**config.mk**
```make
export PLATFORM = sky130hd
export DESIGN_NAME = pafsm_cell
export DESIGN_NICKNAME = d
export VERILOG_FILES = /design/src/design/pafsm_pkg.sv /design/src/design/pafsm_cell.sv
export SDC_FILE = /design/constraint.sdc
export NUM_CORES = 1
export LEC_CHECK = 0
export BUFFER_PORTS_ARGS = -buffer_cell sky130_fd_sc_hd__clkbuf_2
export CORE_MARGIN = 4
export CORE_UTILIZATION = 50
export CTS_BUF_LIST = sky130_fd_sc_hd__clkbuf_8 sky130_fd_sc_hd__clkbuf_16
export CTS_CLUSTER_DIAMETER = 120
export DETAILED_ROUTE_END_ITERATION = 8
export PLACE_DENSITY = 0.91
export SLEW_MARGIN = 20
export SYNTH_ARGS = -nofsm -noshare
export SYNTH_HDL_FRONTEND = slang
export SYNTH_SLANG_ARGS = --single-unit
export TNS_END_PERCENT = 50
```
**constraint.sdc**
```tcl
create_clock -name i_clk -period 5.63 [get_ports i_clk]
set_input_delay 0.8445 -clock i_clk [delete_from_list [all_inputs] [get_ports i_clk]]
set_output_delay 0.8445 -clock i_clk [all_outputs]
set_load 0.005 [all_outputs]
```
**src/design/pafsm_pkg.sv**
```systemverilog
// Package for the partition allocator: codes, cell control struct and sizing defaults.
// Used by pafsm_cell and partition_allocator_fit_split_merge; depends on nothing.
`default_nettype none
package pafsm_pkg;
    localparam int DEF_MAX_PARTITIONS = 32;
    localparam int DEF_ADDR_BITS      = 24;
    localparam int DEF_ID_BITS        = 8;

    // item function codes; the last one is unused and dropped without a result
    localparam logic [1:0] FN_APPEND  = 2'd0;
    localparam logic [1:0] FN_CREATE  = 2'd1;
    localparam logic [1:0] FN_DESTROY = 2'd2;
    localparam logic [1:0] FN_NONE    = 2'd3;

    // result status codes
    localparam logic [2:0] ST_OK        = 3'd0;
    localparam logic [2:0] ST_ID_EXISTS = 3'd1;
    localparam logic [2:0] ST_NO_FIT    = 3'd2;
    localparam logic [2:0] ST_NOT_FOUND = 3'd3;
    localparam logic [2:0] ST_FULL      = 3'd4;

    // fit policy codes; the last one never finds a partition
    localparam logic [1:0] FIT_FIRST = 2'd0;
    localparam logic [1:0] FIT_BEST  = 2'd1;
    localparam logic [1:0] FIT_WORST = 2'd2;
    localparam logic [1:0] FIT_NONE  = 2'd3;

    // configuration register indexes
    localparam logic [1:0] CFG_FIT_POLICY = 2'd0;
    localparam logic [1:0] CFG_DYNAMIC    = 2'd1;

    typedef enum logic [2:0] {
        C_HOLD,
        C_ROTATE,
        C_APPEND,
        C_GRANT,
        C_FREE_R,
        C_FREE_L
    } t_cell_op;

    typedef struct packed {
        t_cell_op op;
        logic     flag;
    } t_cell_ctl;
endpackage
`default_nettype wire

```
**src/design/pafsm_cell.sv**
```systemverilog
// One table cell of the partition allocator: holds base, size, busy mark and owner.
// Depends on pafsm_pkg; neighbors feed it their entries for rotate and shift.
`default_nettype none
module pafsm_cell #(
    parameter int IDX       = 0,
    parameter int IW        = 5,
    parameter int ADDR_BITS = 24,
    parameter int ID_BITS   = 8,
    parameter int EW        = 1 + ID_BITS + 2 * ADDR_BITS
) (
    input  wire                   i_clk,
    input  wire                   i_rst_n,
    input  wire pafsm_pkg::t_cell_ctl i_ctl,
    input  wire  [IW:0]           i_idx,
    input  wire  [ADDR_BITS-1:0]  i_base,
    input  wire  [ADDR_BITS-1:0]  i_size,
    input  wire  [ADDR_BITS-1:0]  i_size2,
    input  wire  [ID_BITS-1:0]    i_owner,
    input  wire  [EW-1:0]         i_left,
    input  wire  [EW-1:0]         i_right,
    output logic [EW-1:0]         o_entry
);
    import pafsm_pkg::*;

    localparam logic [IW:0] MY = (IW + 1)'(IDX);

    logic                 r_busy, n_busy;
    logic [ID_BITS-1:0]   r_owner, n_owner;
    logic [ADDR_BITS-1:0] r_size, n_size;
    logic [ADDR_BITS-1:0] r_base, n_base;
    logic [IW:0]          w_idx1;

    assign w_idx1  = i_idx + 1'b1;
    assign o_entry = {r_busy, r_owner, r_size, r_base};

    // pick the next entry from the broadcast command and the neighbors
    always_comb begin
        {n_busy, n_owner, n_size, n_base} = o_entry;
        case (i_ctl.op)
            C_ROTATE: begin
                {n_busy, n_owner, n_size, n_base} = i_right;
            end
            C_APPEND: begin
                if (MY == i_idx) begin
                    {n_busy, n_owner, n_size, n_base} = {1'b0, ID_BITS'(0), i_size, i_base};
                end
            end
            C_GRANT: begin
                if (MY == i_idx) begin
                    n_busy  = 1'b1;
                    n_owner = i_owner;
                    if (i_ctl.flag) n_size = i_size2;
                end else if (i_ctl.flag && MY == w_idx1) begin
                    {n_busy, n_owner, n_size, n_base} = {1'b0, ID_BITS'(0), i_size, i_base};
                end else if (i_ctl.flag && MY > w_idx1) begin
                    {n_busy, n_owner, n_size, n_base} = i_left;
                end
            end
            C_FREE_R: begin
                if (MY == i_idx) begin
                    n_busy = 1'b0;
                    if (i_ctl.flag) n_size = i_size2;
                end else if (i_ctl.flag && MY > i_idx) begin
                    {n_busy, n_owner, n_size, n_base} = i_right;
                end
            end
            C_FREE_L: begin
                if (MY + 1'b1 == i_idx) begin
                    n_size = i_size2;
                end else if (MY >= i_idx) begin
                    {n_busy, n_owner, n_size, n_base} = i_right;
                end
            end
            default: begin
            end
        endcase
    end

    // clear the busy mark under reset
    always_ff @(posedge i_clk) begin
        if (!i_rst_n) begin
            r_busy <= 1'b0;
        end else begin
            r_busy <= n_busy;
        end
    end

    // advance payload
    always_ff @(posedge i_clk) begin
        r_owner <= n_owner;
        r_size  <= n_size;
        r_base  <= n_base;
    end
endmodule
`default_nettype wire
```
# Yosys cells after proc, flatten, opt, wreduce, memory -nomap -nowiden
# Cells that the tools add are included.
word_totals:
  reg_bits: 57
  input_bits: 206
  output_inout_bits: 57
  wordCells: 71
op_classes:
  addsub: 1
  order_cmp: 3
  n_eq_ne: 16
  mux: 37
  reduce_logical: 10
op_table:
  columns: ["op", "count"]
  rows:
  - ["2-to-1 mux 24 bit", 17]
  - ["case mux 24 bit (5 select lines)", 2]
  - ["2-to-1 mux 8 bit", 8]
  - ["case mux 8 bit (5 select lines)", 1]
  - ["greater-than comparator 1 x 6 -> 1 bit (first input constant)", 2]
  - ["logical NOT 6 bit", 2]
  - ["!= test 2 bit (second input constant)", 6]
  - ["!= test 3 bit (second input constant)", 3]
  - ["2-to-1 mux 1 bit", 8]
  - ["AND reduction 8 bit", 1]
  - ["AND reduction 7 bit", 1]
  - ["adder 6 x 1 -> 6 bit (second input constant)", 1]
  - ["== test 1 x 6 -> 1 bit (first input constant)", 1]
  - ["== test 3 x 2 -> 1 bit (second input constant)", 2]
  - ["== test 3 bit (second input constant)", 2]
  - [">= comparator 1 x 6 -> 1 bit (first input constant)", 1]
  - ["AND reduction 6 bit", 1]
  - ["case mux 1 bit (5 select lines)", 1]
  - ["AND reduction 5 bit", 1]
  - ["nonzero test 5 bit", 1]
  - ["!= test 4 bit (second input constant)", 1]
  - ["== test 3 x 1 -> 1 bit (second input constant)", 1]
  - ["logical AND 1 bit", 3]

# Longest topological paths before layout
logic_depth:
  word_depth: 7
  depth_mapped: 7
  depth_no_buf: 4

# Least setup slack after synthesis
# No wires, ideal clock.
synth_timing:
  path_kind: "input to register"
  from: "input port i_idx[2]"
  to: "register r_size[0], enable pin"
  setup_ns: 0.444
  arrival_ns: 3.704
  t_required_ns: 5.186
  slack_ns: 1.482
  path_stages: 4
  path_buffers: 2
  cell_sequence: "or4_4 buf_2 clkbuf_1 o32ai_1"
synth_between:
  elab_chain_len: 5
  word_cells_on_any_way: 15
  classes_between: "add/sub (1); order compare (3); eq/ne (5); reduce/logical (6)"
synth_rtl:
  columns: ["item", "line_no", "text"]
  rows:
  - ["start, declared", "pafsm_cell.sv:14", "input wire [IW:0] i_idx,"]
  - ["adder 6 x 1 -> 6 bit", "pafsm_cell.sv:33", "assign w_idx1 = i_idx + 1'b1;"]
  - ["greater-than comparator 1 x 6 -> 1 bit / logical NOT 6 bit (equally long branches)", "pafsm_cell.sv:55, pafsm_cell.sv:53", null]
  - ["logical AND 1 bit (on tied branches)", "pafsm_cell.sv:55, pafsm_cell.sv:53", null]
  - ["!= test 4 bit (no line)", null, null]
  - ["AND reduction 5 bit (no line) (*)", null, null]
  - ["end signal, assigned", "pafsm_cell.sv:91", "r_size <= n_size;"]
  - ["end, declared", "pafsm_cell.sv:29", "logic [ADDR_BITS-1:0] r_size, n_size;"]
# Mark *: on every way between the ends. The rest lies on a longest branch, timed or not.
# A chain may end at the register's enable or synchronous reset.

# Worst setup path after layout
layout_timing:
  from: "input port i_ctl[2] (netlist bit)"
  to: "register r_size[18] (data pin)"
layout_between:
  elab_chain_len: 2
  word_cells_on_any_way: 6
  classes_between: "eq/ne (5); mux (1)"
layout_rtl:
  columns: ["item", "line_no", "text"]
  rows:
  - ["start, declared", "pafsm_cell.sv:13", "input wire pafsm_pkg::t_cell_ctl i_ctl,"]
  - ["== test 3 bit, or another cell as far along", "pafsm_cell.sv:39", "case (i_ctl.op)"]
  - ["case mux 24 bit (5 select lines) (*)", "pafsm_cell.sv:39", null]
  - ["net n_size[18]", "pafsm_cell.sv:29", null]
# Mark *: on every way through the listed nets, which the timed path passes. The rest lies on a longest branch.

==> summary.txt <==
RSZ-0062 raised after global routing: false
Avg Inst Size Synth: 8.37 um2
Synthesis warning total: 0
Post-Place Cells: 915
Commonest non-fill, non-tap cell in the layout: clkbuf_2
Area of the multi-input gates: 2930 um2
Post-cts sizing count: 0
Final Slew Violations: 0
Outcome: finished with violations
Clock Latency Late Sink: 0.34 ns
Non-Filler Instances: 931
Final net count: 1,003
Layout cell share with drive strength beyond 1: 0.397
Area Overhead vs Synth: 30.9%
Worst EP required: 5.72 ns
CP Max Fanout: 60
Diodes inserted: 0
Total congestion overflow: 0
Failing checks: DRC
GR Util All Layers: 0.331
Clock root cell: clkbuf_8
Hold WC Path Type: reg2reg
FP Rows: 35
Synthesized Nets: 792
Vias per inst: 6.62
Min Hold Slack: 0.534 ns
Final Setup Violations: 0
Commonest cells after routing, fill and taps aside: clkbuf_2 (262), nand2_1 (74), edfxtp_1 (56), a21oi_1 (53), o21ai_0 (38)
Peak supply drop: 0.000142 V
Final Hold Viols: 0
Die area: 11,500 um2
I/O pins: 263
# Max-Cap Violations: 0
WL per Instance: 21.4 um
DRC viols: 2
Antenna Nets Post-Route: 0
Design Power: 0.00130 W
Number of setup buffers added after CTS: 0
Post-synth EDFFs: 56
Post-Route Setup TNS: 0 ns
Yosys cell types: 50
Largest net degree at the start of global routing: 61
TritonRoute pass-1 iters: 9
Core area: 9420 um2
First-pass GRT wire length: 30.1 mm
Clk slew on worst S/H paths: 0.08 ns
Maximum clock frequency: 264 MHz
Sequential share of the synthesized area: 0.347
Arrival time worst endpoint: 3.87 ns
Clk buf depth: 2
Setup Skew: 0 ns
Die height: 107 um
Synthesized cell area: 4900 um2
Detailed placer's ending HPWL: 14.3 mm
Seq cells post-synth: 57
Final Critical Period: 3.78 ns
Vias in the first global route: 5,725
CTS tree: built
Pleak: 2.77 nW
Iteration-0 DRC Markers: 852
GP Congestion: 0.947
Worst Max-Slew Pin Slew: 1.14 ns
Chip width: 107 um
Crit. End Element: register
Post-layout util: 0.682
DR vias: 6,164
Detailed Route WL: 19.9 mm
Initial antenna violation count: 0
Final-layout fill cell count: 760
TritonCTS sink count: 57
Slew HR: 0.240
CP startpoint kind: input pin
Top FF cell, synth: edfxtp_1
Final period util: 0.672
Port bufs: 262
Hold buffers post-CTS: 0
Critical path class: in2reg
Post-synth ARST share: 0
Initial core utilization: 0.521
CTS H-tree depth: 3
CTS buffer count: 9
P per Cell Area: 202 nW/um2
Post-Synthesis Cells: 586
Sequential cell area: 1700 um2
-- power breakdown --
part	total (W)	internal (W)	switching, W	leakage, nW
clock network	0.000450	0.000254	0.000196	0.110
logic	0.000331	0.000146	0.000184	2.14
registers	0.000515	0.000502	0.0000129	0.527
-- critical path, cell delays in order --
cell       delay [ns]
clkbuf_2         0.71
nor2b_4          0.59
buf_4            0.56
nor2_1           0.38
o2bb2ai_1        0.22
or4_1            0.54
-- synth_stat cells (all sizes together), types with 2 or more instances --
cell | count | area [um2]
inv | 15 | 56.3
nand2 | 74 | 278
nand4 | 13 | 81.3
mux2i | 12 | 120
or4 | 13 | 101
edfxtp | 56 | 1680
clkbuf | 55 | 206
o2bb2ai | 12 | 105
nor2 | 28 | 105
o211ai | 2 | 15.0
nand3 | 26 | 130
a21oi | 53 | 265
a221o | 12 | 120
o31ai | 13 | 97.6
mux2 | 25 | 319
and3 | 2 | 12.5
nand4b | 12 | 105
o221ai | 12 | 105
a31oi | 24 | 150
a22o | 8 | 70.1
nor2b | 16 | 100
a21boi | 3 | 22.5
buf | 12 | 70.1
o22ai | 13 | 81.3
o21ai | 40 | 211
a21o | 8 | 60.1
o311ai | 12 | 105
-- final cells by class --
cell class              count  share of cell area
clock inverters             7              0.0160
flip-flops and latches     57               0.265
multi-input cells         447               0.456
well taps                 129              0.0251
repair buffers            267               0.210
clock buffers               9              0.0193
inverters                  15             0.00877
-- final timing paths --
check	startpoint	to	slack (ns)	cells past startpoint
setup / recovery	i_ctl[2]	r_size[18]	1.85	6
setup reg to reg	r_size[20]	r_size[20]	4.04	4
hold reg to reg	r_busy	r_busy	0.53	2
hold / removal	r_busy	r_busy	0.53	2
-- logic make-up after synthesis --
kind of cell | count (synthesis) | synth area share
mux | 37 | 0.0895
flops | 57 | 0.347
buf+inv | 82 | 0.0679
simple gates | 193 | 0.200
compound gates | 217 | 0.296
-- sequential cells by signal, indices dropped and copies added (netlist names) --
signal / flops
r_busy: 1
r_owner: 8
r_base: 24
r_size: 24
-- metal layers --
layer	track usage	vias to the layer above	wire (um)
li1	-	2693	-
met1	0.420	2807	7100
met2	0.553	583	9690
met3	0.0608	81	2440
met4	0.139	0	714
met5	0	-	0
-- per-stage QoR --
stage / setup slack [ns] / area, um2
global placement: 1.73 / 6190
CTS: 1.96 / 6410
floorplan: 1.48 / 4900
detailed placement: 1.60 / 6190
global route: 1.74 / 6420
finish: 1.85 / 6420
Note: power is estimated with default switching activity, not from simulation.
